`config.mk`:
```
export PLATFORM = sky130hd
export DESIGN_NAME = utf8_sanitizing_copy
export DESIGN_NICKNAME = d
export VERILOG_FILES = /design/src/rtl/usc_pkg.sv /design/src/rtl/utf8_sanitizing_copy.sv /design/src/rtl/usc_front.sv /design/src/rtl/usc_queue.sv /design/src/rtl/usc_back.sv
export SDC_FILE = /design/constraint.sdc
export NUM_CORES = 1
export LEC_CHECK = 0
export ABC_AREA = 1
export BUFFER_PORTS_ARGS = -buffer_cell sky130_fd_sc_hd__buf_2
export CAP_MARGIN = 20
export CORE_ASPECT_RATIO = 1.1
export CORE_UTILIZATION = 45
export DETAILED_ROUTE_END_ITERATION = 8
export GPL_TIMING_DRIVEN = 0
export SYNTH_ARGS = -nofsm -noshare
export SYNTH_HDL_FRONTEND = slang
export SYNTH_SLANG_ARGS = --single-unit
```
`constraint.sdc`:
```
create_clock -name clock -period 5.8 [get_ports clock]
set_input_delay 0.29 -clock clock [delete_from_list [all_inputs] [get_ports clock]]
set_output_delay 0.29 -clock clock [all_outputs]
set_load 0.1 [all_outputs]
```
`src/rtl/usc_pkg.sv`:
```
package usc_pkg;

   localparam int LenWidth = 13;
   localparam int CsrAddrWidth = 3;
   localparam int CsrDataWidth = 32;

   localparam logic [LenWidth-1:0] MaxBudget = 13'd4096;
   localparam logic [LenWidth-1:0] MaxLengthReset = 13'd1024;

   localparam logic RegMaxLength = 1'b0;

   localparam int QueueDepth = 4;
   localparam int QueuePtrWidth = $clog2(QueueDepth);
   localparam int QueueCountWidth = $clog2(QueueDepth + 1);

   localparam logic [7:0] Lead2Low = 8'hC2;
   localparam logic [7:0] Lead2High = 8'hDF;
   localparam logic [7:0] Lead3Low = 8'hE0;
   localparam logic [7:0] Lead3High = 8'hEF;
   localparam logic [7:0] Lead4Low = 8'hF0;
   localparam logic [7:0] Lead4High = 8'hF4;
   localparam logic [7:0] ContLow = 8'h80;
   localparam logic [7:0] ContHigh = 8'hBF;
   localparam logic [7:0] ContMid = 8'hA0;
   localparam logic [7:0] LeadSurrogate = 8'hED;
   localparam logic [7:0] ContPlane = 8'h90;
   localparam logic [7:0] QuestionMark = 8'h3F;
   localparam logic [7:0] NulByte = 8'h00;

   typedef struct packed {
      logic [3:0][7:0] bytes;
      logic [2:0]      count;
      logic            term;
      logic            changed;
   } usc_bundle_type;

endpackage

```
`src/rtl/utf8_sanitizing_copy.sv`:
```
// channel   direction  ports
// req       in         req_valid, req_ready, req_in_byte, req_source_absent
// rsp       out        rsp_valid, rsp_ready, rsp_out_byte, rsp_is_terminator,
//                      rsp_changed, rsp_last
// csr       in/out     csr_psel, csr_penable, csr_pwrite, csr_paddr, csr_pwdata,
//                      csr_prdata, csr_pready
//
// one input transaction per cycle while the four-entry result queue has room
// each transaction yields zero to four results, sent one per cycle from the queue head while rsp_ready is high
// req_ready drops only when the result queue is full; rsp stalls back up into it
// synchronous reset clears string state and the queue, max_length returns to 1024
module utf8_sanitizing_copy (
   input  logic                              clock,
   input  logic                              reset,
   input  logic                              req_valid,
   output logic                              req_ready,
   input  logic [7:0]                        req_in_byte,
   input  logic                              req_source_absent,
   output logic                              rsp_valid,
   input  logic                              rsp_ready,
   output logic [7:0]                        rsp_out_byte,
   output logic                              rsp_is_terminator,
   output logic                              rsp_changed,
   output logic                              rsp_last,
   input  logic                              csr_psel,
   input  logic                              csr_penable,
   input  logic                              csr_pwrite,
   input  logic [usc_pkg::CsrAddrWidth-1:0]  csr_paddr,
   input  logic [usc_pkg::CsrDataWidth-1:0]  csr_pwdata,
   output logic [usc_pkg::CsrDataWidth-1:0]  csr_prdata,
   output logic                              csr_pready
);
   import usc_pkg::*;

   logic [LenWidth-1:0] max_length_ff, max_length_in;
   logic                csr_write;
   logic                accept;
   logic                push;
   usc_bundle_type      push_bundle;
   usc_bundle_type      head;
   logic                head_valid;
   logic                queue_full;
   logic                pop;

   always_comb begin
      csr_pready = 1'b1;
      csr_write = csr_psel && csr_penable && csr_pwrite &&
                  (csr_paddr[2] == RegMaxLength);
      max_length_in = csr_write ? csr_pwdata[LenWidth-1:0] : max_length_ff;
      csr_prdata = (csr_paddr[2] == RegMaxLength) ? CsrDataWidth'(max_length_ff) : '0;
      req_ready = !queue_full;
      accept = req_valid && req_ready;
   end

   always_ff @(posedge clock) begin
      if (reset) begin
         max_length_ff <= MaxLengthReset;
      end else begin
         max_length_ff <= max_length_in;
      end
   end

   usc_front u_front (
      .clock         (clock),
      .reset         (reset),
      .accept        (accept),
      .in_byte       (req_in_byte),
      .source_absent (req_source_absent),
      .max_length    (max_length_ff),
      .push          (push),
      .bundle        (push_bundle)
   );

   usc_queue u_queue (
      .clock       (clock),
      .reset       (reset),
      .push        (push),
      .push_bundle (push_bundle),
      .pop         (pop),
      .head        (head),
      .not_empty   (head_valid),
      .full        (queue_full)
   );

   usc_back u_back (
      .clock             (clock),
      .reset             (reset),
      .head              (head),
      .head_valid        (head_valid),
      .rsp_ready         (rsp_ready),
      .rsp_valid         (rsp_valid),
      .rsp_out_byte      (rsp_out_byte),
      .rsp_is_terminator (rsp_is_terminator),
      .rsp_changed       (rsp_changed),
      .rsp_last          (rsp_last),
      .pop               (pop)
   );

endmodule

```
`src/rtl/usc_front.sv`:
```
module usc_front (
   input  logic                          clock,
   input  logic                          reset,
   input  logic                          accept,
   input  logic [7:0]                    in_byte,
   input  logic                          source_absent,
   input  logic [usc_pkg::LenWidth-1:0]  max_length,
   output logic                          push,
   output usc_pkg::usc_bundle_type       bundle
);
   import usc_pkg::*;

   logic [7:0]          lead_ff, lead_in;
   logic [1:0][7:0]     held_ff, held_in;
   logic [1:0]          hc_ff, hc_in;
   logic [2:0]          seqlen_ff, seqlen_in;
   logic [LenWidth-1:0] bw_ff, bw_in;
   logic                chg_ff, chg_in;
   logic                stop_ff, stop_in;

   logic [LenWidth-1:0] lim;
   logic [LenWidth-1:0] room_big;
   logic [2:0]          room4;
   logic [2:0]          lead_len;
   logic                cont_ok;
   logic [7:0]          final_byte;
   logic [2:0]          emit_k;
   logic                has_final;
   logic [2:0]          emit_n;
   logic                over;
   logic [3:0][7:0]     emit_bytes;
   logic                is_nul;

   always_comb begin
      lim = (max_length > MaxBudget) ? MaxBudget : max_length;
      room_big = (lim > bw_ff) ? (lim - bw_ff) : '0;
      room4 = (room_big >= 13'd4) ? 3'd4 : room_big[2:0];
      is_nul = (in_byte == NulByte);

      if (in_byte >= Lead2Low && in_byte <= Lead2High) begin
         lead_len = 3'd2;
      end else if (in_byte >= Lead3Low && in_byte <= Lead3High) begin
         lead_len = 3'd3;
      end else if (in_byte >= Lead4Low && in_byte <= Lead4High) begin
         lead_len = 3'd4;
      end else begin
         lead_len = 3'd0;
      end

      cont_ok = (in_byte >= ContLow) && (in_byte <= ContHigh);
      if (hc_ff == 2'd0) begin
         if (lead_ff == Lead3Low && in_byte < ContMid) cont_ok = 1'b0;
         if (lead_ff == LeadSurrogate && in_byte >= ContMid) cont_ok = 1'b0;
         if (lead_ff == Lead4Low && in_byte < ContPlane) cont_ok = 1'b0;
         if (lead_ff == Lead4High && in_byte >= ContPlane) cont_ok = 1'b0;
      end

      final_byte = in_byte[7] ? QuestionMark : in_byte;
   end

   // how many single bytes this transaction tries to emit
   always_comb begin
      emit_k = 3'd0;
      has_final = 1'b0;
      if (!source_absent) begin
         if (is_nul) begin
            if (seqlen_ff != 3'd0) begin
               emit_k = {1'b0, hc_ff} + 3'd1;
            end
         end else if (!stop_ff) begin
            if (seqlen_ff == 3'd0) begin
               if (lead_len == 3'd0) begin
                  emit_k = 3'd1;
                  has_final = 1'b1;
               end
            end else if (!cont_ok) begin
               has_final = (lead_len == 3'd0);
               emit_k = {1'b0, hc_ff} + 3'd1 + {2'b0, has_final};
            end
         end
      end
      over = (emit_k > room4);
      emit_n = over ? room4 : emit_k;
      for (int i = 0; i < 4; i++) begin
         emit_bytes[i] = (has_final && (3'(i) == emit_k - 3'd1)) ? final_byte : QuestionMark;
      end
   end

   always_comb begin
      lead_in = lead_ff;
      held_in = held_ff;
      hc_in = hc_ff;
      seqlen_in = seqlen_ff;
      bw_in = bw_ff;
      chg_in = chg_ff;
      stop_in = stop_ff;
      bundle = '0;

      if (accept) begin
         if (source_absent) begin
            bundle.count = 3'd1;
            bundle.term = 1'b1;
            bundle.changed = 1'b1;
         end else if (is_nul) begin
            bundle.bytes = emit_bytes;
            bundle.bytes[emit_n[1:0]] = NulByte;
            bundle.count = emit_n + 3'd1;
            bundle.term = 1'b1;
            bundle.changed = chg_ff | (seqlen_ff != 3'd0);
         end else if (stop_ff) begin
            bundle = '0;
         end else if (seqlen_ff == 3'd0) begin
            if (lead_len != 3'd0) begin
               seqlen_in = lead_len;
               lead_in = in_byte;
               hc_in = 2'd0;
            end else begin
               bundle.bytes = emit_bytes;
               bundle.count = emit_n;
               chg_in = chg_ff | in_byte[7] | over;
               stop_in = over;
               bw_in = bw_ff + LenWidth'(emit_n);
            end
         end else if (!cont_ok) begin
            bundle.bytes = emit_bytes;
            bundle.count = emit_n;
            chg_in = 1'b1;
            stop_in = over;
            bw_in = bw_ff + LenWidth'(emit_n);
            hc_in = 2'd0;
            if (lead_len != 3'd0 && !over) begin
               seqlen_in = lead_len;
               lead_in = in_byte;
            end else begin
               seqlen_in = 3'd0;
            end
         end else if (({1'b0, hc_ff} + 3'd2) < seqlen_ff) begin
            held_in[hc_ff[0]] = in_byte;
            hc_in = hc_ff + 2'd1;
         end else begin
            if (room4 >= seqlen_ff) begin
               bundle.bytes[0] = lead_ff;
               bundle.bytes[1] = (hc_ff >= 2'd1) ? held_ff[0] : in_byte;
               bundle.bytes[2] = (hc_ff == 2'd2) ? held_ff[1] : in_byte;
               bundle.bytes[3] = in_byte;
               bundle.count = seqlen_ff;
               bw_in = bw_ff + LenWidth'(seqlen_ff);
            end else begin
               stop_in = 1'b1;
               chg_in = 1'b1;
            end
            hc_in = 2'd0;
            seqlen_in = 3'd0;
         end

         if (source_absent || is_nul) begin
            lead_in = '0;
            hc_in = 2'd0;
            seqlen_in = 3'd0;
            bw_in = '0;
            chg_in = 1'b0;
            stop_in = 1'b0;
         end
      end

      push = accept && (bundle.count != 3'd0);
   end

   always_ff @(posedge clock) begin
      if (reset) begin
         lead_ff <= '0;
         hc_ff <= 2'd0;
         seqlen_ff <= 3'd0;
         bw_ff <= '0;
         chg_ff <= 1'b0;
         stop_ff <= 1'b0;
      end else begin
         lead_ff <= lead_in;
         hc_ff <= hc_in;
         seqlen_ff <= seqlen_in;
         bw_ff <= bw_in;
         chg_ff <= chg_in;
         stop_ff <= stop_in;
      end
   end

   always_ff @(posedge clock) begin
      held_ff <= held_in;
   end

endmodule

```
`src/rtl/usc_queue.sv`:
```
module usc_queue (
   input  logic                     clock,
   input  logic                     reset,
   input  logic                     push,
   input  usc_pkg::usc_bundle_type  push_bundle,
   input  logic                     pop,
   output usc_pkg::usc_bundle_type  head,
   output logic                     not_empty,
   output logic                     full
);
   import usc_pkg::*;

   usc_bundle_type [QueueDepth-1:0] entry_ff;
   logic [QueuePtrWidth-1:0]        wr_ff, wr_in;
   logic [QueuePtrWidth-1:0]        rd_ff, rd_in;
   logic [QueueCountWidth-1:0]      count_ff, count_in;

   always_comb begin
      full = (count_ff == QueueCountWidth'(QueueDepth));
      not_empty = (count_ff != '0);
      head = entry_ff[rd_ff];
      wr_in = push ? wr_ff + 1'b1 : wr_ff;
      rd_in = pop ? rd_ff + 1'b1 : rd_ff;
      count_in = count_ff + QueueCountWidth'(push) - QueueCountWidth'(pop);
   end

   always_ff @(posedge clock) begin
      if (reset) begin
         wr_ff <= '0;
         rd_ff <= '0;
         count_ff <= '0;
      end else begin
         wr_ff <= wr_in;
         rd_ff <= rd_in;
         count_ff <= count_in;
      end
   end

   always_ff @(posedge clock) begin
      if (push) begin
         entry_ff[wr_ff] <= push_bundle;
      end
   end

endmodule

```
`src/rtl/usc_back.sv`:
```
module usc_back (
   input  logic                     clock,
   input  logic                     reset,
   input  usc_pkg::usc_bundle_type  head,
   input  logic                     head_valid,
   input  logic                     rsp_ready,
   output logic                     rsp_valid,
   output logic [7:0]               rsp_out_byte,
   output logic                     rsp_is_terminator,
   output logic                     rsp_changed,
   output logic                     rsp_last,
   output logic                     pop
);
   import usc_pkg::*;

   logic [1:0] idx_ff, idx_in;
   logic       at_end;
   logic       fire;

   always_comb begin
      at_end = ({1'b0, idx_ff} == (head.count - 3'd1));
      fire = head_valid && rsp_ready;
      pop = fire && at_end;
      rsp_valid = head_valid;
      rsp_out_byte = head.bytes[idx_ff];
      rsp_last = at_end;
      rsp_is_terminator = at_end && head.term;
      rsp_changed = at_end && head.term && head.changed;
      if (fire) begin
         idx_in = at_end ? 2'd0 : idx_ff + 2'd1;
      end else begin
         idx_in = idx_ff;
      end
   end

   always_ff @(posedge clock) begin
      if (reset) begin
         idx_ff <= 2'd0;
      end else begin
         idx_ff <= idx_in;
      end
   end

endmodule

```
Word-level counts from Yosys, hierarchy flattened
Cells that the tools add are included.
{"block": "op_classes", "n_reduce_logical": 45, "n_mux": 108, "eq_ne": 19, "addsub": 15, "order_cmp": 27, "n_bitwise": 10}
{"operator": "35-bit 2-to-1 mux", "n": 6}
{"operator": "13-bit 2-to-1 mux", "n": 12}
{"operator": "148-bit bitwise mux", "n": 1}
{"operator": "37-bit 2-to-1 mux", "n": 4}
{"operator": "8-bit 2-to-1 mux", "n": 17}
{"operator": "37-bit binary-select mux with 2-bit select", "n": 1}
{"operator": "37-bit demux with 2-bit select", "n": 1}
{"operator": "3-bit 2-to-1 mux", "n": 20}
{"operator": "8-bit >= comparator, second input constant", "n": 6}
{"operator": "32-bit bitwise AND", "n": 1}
{"operator": "8-bit equality test, second input constant", "n": 4}
{"operator": "8-bit <= comparator, second input constant", "n": 4}
{"operator": "32-bit 2-to-1 mux", "n": 1}
{"operator": "32-bit NOT", "n": 1}
{"operator": "1-bit 2-to-1 mux", "n": 30}
{"operator": "7-bit AND reduction", "n": 4}
{"operator": "13-bit by 3-bit adder with 13-bit output", "n": 2}
{"operator": "1-bit logical AND", "n": 25}
{"operator": "2-bit 2-to-1 mux", "n": 9}
{"operator": "8-bit binary-select mux with 2-bit select", "n": 1}
{"operator": "16-bit bitwise mux", "n": 1}
{"operator": "8-bit demux with 2-bit select", "n": 1}
{"operator": "8-bit < comparator, second input constant", "n": 2}
{"operator": "3-bit nonzero test", "n": 5}
{"operator": "40 further kinds", "n": 65}
{"block": "totals", "elab_cells": 265, "input_bits": 51, "reg_bits": 214, "output_inout_bits": 46}

Depth between registers and ports, before layout
Gate-level depths: netlist of the first run.
{"block": "depth", "depth_word": 27, "ltp_mapped": 41, "depth_no_buf": 40}

Hierarchy
From an unflattened synthesis of the first run, not the netlist that was laid out.
{"block": "hier_totals", "hier_cells": 1517, "area_unflattened_um2": 12839.8}
{"module": "usc_queue", "seq_area_each_um2": 4584.4, "cells_each": 486, "n_inst": 1, "area_each_um2": 6477.5}
{"module": "usc_front", "seq_area_each_um2": 1041.0, "cells_each": 808, "n_inst": 1, "area_each_um2": 5041.1}
{"module": "utf8_sanitizing_copy", "seq_area_each_um2": 260.2, "cells_each": 140, "n_inst": 1, "area_each_um2": 850.8}
{"module": "usc_back", "seq_area_each_um2": 40.0, "cells_each": 83, "n_inst": 1, "area_each_um2": 470.5}

Worst setup path before layout of the first run
No wires, ideal clock.
{"block": "synth_timing", "kind": "reg-to-reg", "startpoint": "register max_length_ff[0]", "endpoint": "register u_queue.entry_ff[0] (netlist name), enable pin", "n_path_buf": 1, "path_slack_ps": 473, "t_required_ps": 5408, "setup_ps": 392, "arrival_time_ps": 4935, "period_less_slack_ps": 5327, "path_stages_with_launch": 36, "cell_sequence": "dfxtp_1 nor4_1 nand3_1 nand2_1 inv_1 clkbuf_1 nor2_1 ha_1 nand2_1 inv_2 a21oi_1 nand2_1 nand2_1 nand2_1 nor2_1 nand3_1 nor2_1 nand3_1 nand2_2 nand2_2 ha_1 nand2_1 nor2_1 a211oi_1 a31oi_2 inv_1 nand2_1 nand2_1 inv_1 ha_1 nor2_1 a21oi_1 nand3_2 nand3_4 nand2_1 inv_1"}
{"block": "synth_via", "elab_chain_cells": 17, "elab_cells_between_ends": 22, "cone_classes": "add/sub (2); order compare (5); mux (13); reduce/logical (2)"}
{"item": "start: declaration", "line": "utf8_sanitizing_copy.sv:35", "source": "logic [LenWidth-1:0] max_length_ff, max_length_in;"}
{"item": "start signal: assignment", "line": "utf8_sanitizing_copy.sv:57", "source": "max_length_ff <= MaxLengthReset;"}
{"item": "start signal: assignment", "line": "utf8_sanitizing_copy.sv:59", "source": "max_length_ff <= max_length_in;"}
{"item": "13-bit greater-than comparator", "line": "usc_front.sv:35", "source": "lim = (max_length > MaxBudget) ? MaxBudget : max_length;"}
{"item": "13-bit 2-to-1 mux *", "line": "usc_front.sv:35"}
{"item": "13-bit subtractor / 13-bit greater-than comparator (equally long branches)", "line": "usc_front.sv:36", "source": "room_big = (lim > bw_ff) ? (lim - bw_ff) : '0;"}
{"item": "13-bit 2-to-1 mux *", "line": "usc_front.sv:36"}
{"item": "13-bit by 3-bit >= comparator with 1-bit output", "line": "usc_front.sv:37", "source": "room4 = (room_big >= 13'd4) ? 3'd4 : room_big[2:0];"}
{"item": "3-bit 2-to-1 mux *", "line": "usc_front.sv:37"}
{"item": "3-bit >= comparator", "line": "usc_front.sv:141", "source": "if (room4 >= seqlen_ff) begin"}
{"item": "35-bit 2-to-1 mux", "line": "usc_front.sv:141"}
{"item": "(+2 left out)"}
{"item": "35-bit 2-to-1 mux", "line": "usc_front.sv:112", "source": "end else if (seqlen_ff == 3'd0) begin"}
{"item": "35-bit 2-to-1 mux", "line": "usc_front.sv:110", "source": "end else if (stop_ff) begin"}
{"item": "37-bit 2-to-1 mux *", "line": "usc_front.sv:104", "source": "end else if (is_nul) begin"}
{"item": "5-bit 2-to-1 mux *", "line": "usc_front.sv:100", "source": "if (source_absent) begin"}
{"item": "37-bit 2-to-1 mux *", "line": "usc_front.sv:99", "source": "if (accept) begin"}
{"item": "3-bit nonzero test *", "line": "usc_front.sv:166", "source": "push = accept && (bundle.count != 3'd0);"}
{"item": "1-bit logical AND *", "line": "usc_front.sv:166"}
{"item": "via push", "line": "utf8_sanitizing_copy.sv:38", "source": "logic push;"}
{"item": "end signal: indexed assignment", "line": "usc_queue.sv:41", "source": "entry_ff[wr_ff] <= push_bundle;"}
{"item": "end: declaration", "line": "usc_queue.sv:13", "source": "usc_bundle_type [QueueDepth-1:0] entry_ff;"}
The timed path passes the listed nets; every way through them passes the cells marked *.
A chain may end at the register's enable or synchronous reset.

==> results of run 1 <==
[timing repair]
| action | CTS | global route |
|---|---|---|
| pin swaps | 0 | 17 |
| hold buffers | 3 | 0 |
| setup endpoints to repair | 168 | 209 |
| resized for setup | 12 | 60 |
| cloned | 0 | 4 |
| hold endpoints to repair | 5 | 0 |
| buffers inserted | 3 | 11 |
[sequential cells by signal, indices dropped and copies added, names as in the netlist]
register,count
u_queue.entry_ff,148
u_front.seqlen_ff,3
u_back.idx_ff,2
u_queue.rd_ff,2
u_queue.count_ff,3
u_front.lead_ff,8
u_front.stop_ff,1
max_length_ff,13
u_front.hc_ff,2
u_front.chg_ff,1
u_front.held_ff,16
u_queue.wr_ff,2
u_front.bw_ff,13
[area by class of cell]
| class | count | area (sq um) | share of cell area |
|---|---|---|---|
| sequential | 214 | 5930 | 0.427 |
| timing repair buffer | 80 | 571 | 0.0411 |
| inverter | 161 | 639 | 0.0461 |
| clock inverter | 10 | 136 | 0.00983 |
| tap | 346 | 433 | 0.0312 |
| multi-input combinational | 903 | 5160 | 0.372 |
| buffer | 71 | 378 | 0.0272 |
| clock buffer | 32 | 619 | 0.0447 |
[cell usage in the layout (no fill, tap or decap), types with 14 or more instances in the layout]
cell type / instances
dfxtp_1: 50
nand4_1: 17
nor2_1: 164
clkbuf_16: 25
o221ai_1: 24
buf_2: 63
nand2_2: 25
inv_2: 14
clkbuf_1: 43
a21oi_1: 87
buf_4: 35
inv_1: 137
ha_1: 37
nand2_1: 209
o211ai_1: 20
edfxtp_1: 164
o21ai_0: 115
conb_1: 20
nand3_1: 53
a211oi_1: 20
[metrics by stage]
step	util	TNS, ns	cell area (sq um)
2_1_floorplan	-	0	11900
5_1_grt	0.544	-0.200	13900
3_3_place_gp	0.493	-165.48	12600
3_5_place_dp	0.497	-36.05	12700
6_report	0.544	0	13900
4_1_cts	0.530	0	13500
[worst max path at each step]
| stage | start | to | slack (ns) |
|---|---|---|---|
| 6_report | max_length_ff[4]$_SDFFE_PP0P_ | u_queue.entry_ff[137]$_DFFE_PP_ | 0.24 |
| 3_3_place_gp | max_length_ff[8]$_SDFFE_PP0P_ | u_queue.entry_ff[14]$_DFFE_PP_ | -1.15 |
| 2_1_floorplan | max_length_ff[0]$_SDFFE_PP0P_ | u_queue.entry_ff[0]$_DFFE_PP_ | 0.47 |
| 4_1_cts | max_length_ff[0]$_SDFFE_PP0P_ | u_front.bw_ff[11]$_SDFFE_PP0P_ | 0.02 |
| 3_5_place_dp | max_length_ff[0]$_SDFFE_PP0P_ | u_queue.entry_ff[124]$_DFFE_PP_ | -0.42 |
| 5_1_grt | max_length_ff[11]$_SDFFE_PP0P_ | u_front.bw_ff[10]$_SDFFE_PP0P_ | -0.07 |
[power by group through the flow]
stage | registers, W | clock network [W] | logic [W]
4_1_cts | 0.00202 | 0.00150 | 0.00216
3_3_place_gp | 0.00206 | 0 | 0.00208
3_5_place_dp | 0.00205 | 0 | 0.00214
2_1_floorplan | 0.00203 | 0 | 0.00161
6_report | 0.00202 | 0.00147 | 0.00229
5_1_grt | 0.00204 | 0.00155 | 0.00248
[worst max-delay path: cells and delay by family, from the launching register on]
family,cells,cell delay (ns)
and+or+nand+nor,20,2.38
AOI/OAI and AO/OA,4,1.07
buffers and inverters,7,0.83
adders and majority gates,3,0.70
DFF,1,0.31
[cells by family after synthesis]
| kind of cell | synth area share |
|---|---|
| compound gates | 0.155 |
| buf+inv | 0.0837 |
| xor+xnor | 0.00668 |
| other cells | 0.000637 |
| simple gates | 0.195 |
| fa+ha+maj | 0.0573 |
| flops | 0.502 |
[routing by layer]
metal  vias up  part of all wire  track usage
li1       4803                 -            -
met1      4594              0.43        0.325
met2       315              0.48        0.430
met3        63             0.057       0.0272
met4         0             0.027       0.0686
met5         -                 0            0
==> flow_summary_export.csv, run 1 <==
group,metric,value,unit
yosys,synth-seq-area-share,0.502,
place,portBuffers,55,
worst_setup_path,crit_required,6.02,ns
yosys,synth_cells,1331,
floorplanning,core,25500,sq um
sta,timing.final.ws_setup,0.238,ns
worst_setup_path,arrival,5.79,ns
grt,grt_first_pass_wirelength,50.3,mm
yosys,yosysTopAreaCell,"edfxtp_1",
hold_path,hold_end,"u_front.held_ff[6]$_DFFE_PP_",
pwr,p_seq_frac,0.350,
final_layout,n_antenna_cell,0,
clock_network,clockRootBuffer,"clkbuf_16",
grt,antenna_found_initial,0,
worst_setup_path,critPathMaxFanout,10,
final_layout,area_growth_syn_to_layout,17.6,%
sta,hold_ws,0.0462,ns
clock_network,clock_path_buffers,3,
grt,grt_start_max_net_pins,35,
clock_network,cts_max_level,1,
place,hpwl,24.2,mm
worst_setup_path,end_kind,"flip-flop",
final_layout,nets,1556,
yosys,synthArstFlopShare,0,
pwr,p_clk_frac,0.255,
drt,drt_wl_total,33.7,mm
sta,fin_crit,5.56,ns
yosys,synth_area_leaders,"edfxtp_1, dfxtp_1, nand2_1",
yosys,yosys_warnings,0,
yosys,synth_edf_count,164,
yosys,ys.flop_type,"edfxtp_1",
pwr,internal_power,0.00343,W
drt,first_iter_violations,798,
yosys,synth_area,11800,sq um
clock_network,cts.clk_slew.worst_paths,0.06,ns
final_layout,final-instance-count-excl-fill,1817,
place,place_inst,1754,
sta,tightest_slew,0.813,ns
pwr,ir_worst_vdd,510,uV
drt,drt-pass1-iter-count,5,
worst_setup_path,crit_top_cell,"nand2_1",
yosys,post-synth-top-count-cell,"nand2_1",
drt,routedWlPerCell,18.5,um
floorplanning,dieArea,26900,sq um
yosys,avgSynthCellArea,8.86,sq um
floorplanning,num_io_pins,97,
clock_network,cts_tree,"built",
sta,min_period_over_period,0.959,
worst_setup_path,critPathMaxStageDelay,0.49,ns
drt,via_per_inst,5.38,
pwr,power,0.00578,W
run,cap_violations,0,
pwr,p_per_area,417,nW/um^2
sta,slew_violations,0,
sta,relSlewSlack,0.455,
worst_setup_path,reg2reg_from,"max_length_ff[4]$_SDFFE_PP0P_",
worst_setup_path,r2r_end,"u_queue.entry_ff[137]$_DFFE_PP_",
floorplanning,initial_utilization,0.463,
drt,drtAntennaViolNets,0,
pwr,sw_frac_of_total,0.407,
sta,fmax,180,MHz
clock_network,cts.sinks,214,
sta,setup_viol,0,
clock_network,numCtsBuffers,23,
clock_network,clk_latency,0.52,ns
drt,via_count,9775,
yosys,synth_top_area_frac,0.418,
worst_setup_path,ff2ff_setup_slack,0.24,ns
pwr,p_leak,5.62,nW
pwr,p_switching,0.00235,W
pwr,p_comb_frac,0.395,
sta,rsz0062_at_grt,"yes",
grt,first_global_vias,9002,
floorplanning,die_w,156,um
floorplanning,die_h,172,um
sta,clock_skew,0.0208,ns
grt,grt_usage,0.247,
place,dp_slack,-0.417,ns
grt,grt_remaining_overflow,0,
worst_setup_path,worstRegToRegCells,34,
drt,drc,0,
hold_path,hold_path.class,"in2reg",
yosys,synthTopCellsByCount,"nand2_1, nor2_1, edfxtp_1, inv_1, o21ai_0",
sta,hold_viol,0,
yosys,ys_seq_elements,214,
worst_setup_path,crit_path_start_kind,"flip-flop",
place,place.gp.congestion,0.973,
final_layout,drive_gt1_frac,0.166,
hold_path,holdPathStages,1,
yosys,synth_cell_types,60,
worst_setup_path,critPathKind,"reg2reg",
floorplanning,floorplan.rows,61,
worst_setup_path,critPathSlowestCell,"a21oi_1",
hold_path,min-delay-start,"req_in_byte[6]",
outcome,status,"complete, no violations",
final_layout,fillers,2410,
No activity file was read; power rests on OpenSTA's default activity.
==> run 2: changes to the inputs <==
--- a/config.mk
+++ b/config.mk
@@ -12,6 +12,7 @@
 export CORE_UTILIZATION = 45
 export DETAILED_ROUTE_END_ITERATION = 8
 export GPL_TIMING_DRIVEN = 0
+export PLACE_DENSITY = 0.65
 export SYNTH_ARGS = -nofsm -noshare
 export SYNTH_HDL_FRONTEND = slang
 export SYNTH_SLANG_ARGS = --single-unit
==> constraint.sdc (replaced) <==
create_clock -name clock -period 4.6 [get_ports clock]
set_input_delay 0.23 -clock clock [delete_from_list [all_inputs] [get_ports clock]]
set_output_delay 0.23 -clock clock [all_outputs]
set_load 0.1 [all_outputs]
==> run 2 against run 1 <==
Effect of this change:
- the run now ends with hold timing, setup timing left
- clock power rose by 32%
- power rose by 40%
- global-route usage rose by 1.6 points
- setup slack got worse by 1.1 ns
- clock-buffer cell count fell by 3
- first-iteration DRC count rose by 24%
- core utilization rose by 6.5 points
- wire length rose by 8.4%
- final cell count rose by 3.7%
- sequential share of layout area fell by 4.6 points
- final area rose by 12%
- sequential power rose by 27%
- largest power group unchanged
==> flow_summary_export.csv, run 2 (synthesis gave the netlist of run 1 again) <==
group,metric,value,unit
outcome,status,"finished, violations left",
outcome,violations,"hold timing, setup timing",
drt,drt_wl_total,36.5,mm
sta,clock_skew,0.00797,ns
pwr,p_switching,0.00332,W
worst_setup_path,end_kind,"flip-flop",
drt,drc,0,
grt,antenna_found_initial,0,
pwr,p_seq_frac,0.316,
worst_setup_path,ff2ff_setup_slack,-0.87,ns
pwr,p_clk_frac,0.240,
place,place_inst,1750,
worst_setup_path,crit_path_start_kind,"flip-flop",
sta,min_period_over_period,1.19,
floorplanning,dieArea,26900,sq um
drt,via_count,10500,
final_layout,final_area,15500,sq um
drt,highest_layer,"met4",
clock_network,cts.clk_slew.worst_paths,0.07,ns
hold_path,hold_path.class,"in2reg",
worst_setup_path,critPathSlowestCell,"fa_2",
final_layout,final_common_cell,"nand2_1",
drt,drt-pass1-iter-count,6,
drt,wl_met3,2.48,mm
worst_setup_path,critPathMaxStageDelay,0.37,ns
drt,first_iter_violations,992,
drt,drt-met1-wl,14.6,mm
drt,via_per_inst,5.56,
grt,first_global_vias,9742,
run,cap_violations,0,
drt,routedWlPerCell,19.4,um
final_layout,largest_reg_flops,148,
grt,grt_first_pass_wirelength,53.7,mm
worst_setup_path,critPathMaxFanout,9,
drt,drtAntennaViolNets,0,
worst_setup_path,arrival,5.70,ns
floorplanning,initial_utilization,0.463,
clock_network,numCtsBuffers,22,
place,placed_area,12700,sq um
pwr,sw_frac_of_total,0.410,
place,hpwl,23.7,mm
sta,relSlewSlack,0.347,
worst_setup_path,crit_required,4.83,ns
floorplanning,floorplan.rows,61,
pwr,internal_power,0.00478,W
final_layout,drive_gt1_frac,0.283,
clock_network,cts_max_level,1,
final_layout,nets,1624,
pwr,p_per_area,522,nW/um^2
final_layout,final_cell_mix,"nand2_1, edfxtp_1, nor2_1",
floorplanning,core,25500,sq um
final_layout,area_growth_syn_to_layout,31.7,%
final_layout,largestRegisters,"u_queue.entry_ff (148), u_front.held_ff (16)",
sta,timing.final.ws_setup,-0.869,ns
pwr,p_leak,6.08,nW
floorplanning,num_io_pins,97,
final_layout,n_antenna_cell,0,
pwr,power,0.00810,W
sta,rsz0062_at_grt,"yes",
pwr,ir_worst_vdd,478,uV
drt,wl_met2,18.2,mm
grt,grt_usage,0.263,
place,portBuffers,55,
sta,slew_violations,0,
sta,setup_viol,297,
sta,tightest_slew,0.975,ns
clock_network,cts.sinks,214,
grt,grt_start_max_net_pins,20,
pwr,p_comb_frac,0.444,
grt,grt_remaining_overflow,0,
sta,hold_viol,1,
clock_network,clock_path_buffers,3,
sta,hold_ws,-0.000528,ns
clock_network,cts_tree,"built",
sta,fmax,183,MHz
final_layout,final-instance-count-excl-fill,1884,
clock_network,clk_latency,0.52,ns
final_layout,regMostFlops,"u_queue.entry_ff",
floorplanning,die_h,172,um
floorplanning,die_w,156,um
place,place.gp.congestion,0.930,
worst_setup_path,critPathKind,"reg2reg",
sta,fin_crit,5.47,ns
clock_network,clockRootBuffer,"clkbuf_16",
run 2: what timing repair did:
action | in CTS | in global routing
endpoints found under the setup margin | 317 | 316
hold buffers | 4 | 0
hold endpoints to repair | 7 | 0
pin swaps | 62 | 69
resized for setup | 153 | 113
gates cloned | 5 | 9
setup buffers | 52 | 28
run 2: layer usage:
| layer | vias up | global-route usage |
|---|---|---|
| met5 | - | 0 |
| met4 | 0 | 0.103 |
| met3 | 92 | 0.0330 |
| met2 | 456 | 0.461 |
| met1 | 4996 | 0.329 |
| li1 | 4940 | - |
run 2: metrics by stage:
stage / setup slack [ns] / TNS (ns) / hold slack [ns] / utilization
2_1_floorplan: -0.289 / -42.79 / 0.329 / -
3_3_place_gp: -1.69 / -353.84 / 0.450 / 0.497
3_5_place_dp: -1.80 / -383.78 / 0.456 / 0.497
4_1_cts: -0.631 / -102.73 / 0.000858 / 0.575
5_1_grt: -1.10 / -248.70 / 0.0143 / 0.609
6_report: -0.869 / -174.42 / -0.000528 / 0.609
run 2: cell type report:
class / count / area, sq um
tap: 346 / 433
timing repair inverter: 4 / 30.0
clock inverter: 11 / 168
clock buffer: 29 / 612
sequential: 214 / 5930
timing repair buffer: 145 / 1290
multi-input combinational: 903 / 6020
buffer: 71 / 398
fill: 2100 / 9960
inverter: 161 / 654
run 2: critical path, delay by kind of cell, from the launching register on:
kind	cells	cell delay, ns
adder cells (fa/ha/maj)	4	0.96
AO/OA/AOI/OAI	3	0.39
AND/OR/NAND/NOR	23	2.76
flip-flops	1	0.33
buffers and inverters	5	0.73
run 2: path summary, 6_finish.rpt:
kind	startpoint	to	cells after the start
setup / recovery	max_length_ff[11]$_SDFFE_PP0P_	u_queue.entry_ff[59]$_DFFE_PP_	35
hold / removal	csr_pwdata[12]	max_length_ff[12]$_SDFFE_PP0P_	3
setup reg to reg	max_length_ff[11]$_SDFFE_PP0P_	u_queue.entry_ff[59]$_DFFE_PP_	35
hold reg to reg	u_front.lead_ff[1]$_SDFFE_PP0P_	u_front.lead_ff[1]$_SDFFE_PP0P_	2
run 2: power by group through the flow:
| stage | clock [W] | combinational [W] | sequential, W |
|---|---|---|---|
| 2_1_floorplan | 0 | 0.00207 | 0.00256 |
| 3_3_place_gp | 0 | 0.00266 | 0.00259 |
| 3_5_place_dp | 0 | 0.00270 | 0.00260 |
| 4_1_cts | 0.00194 | 0.00315 | 0.00255 |
| 5_1_grt | 0.00203 | 0.00384 | 0.00259 |
| 6_report | 0.00194 | 0.00360 | 0.00256 |
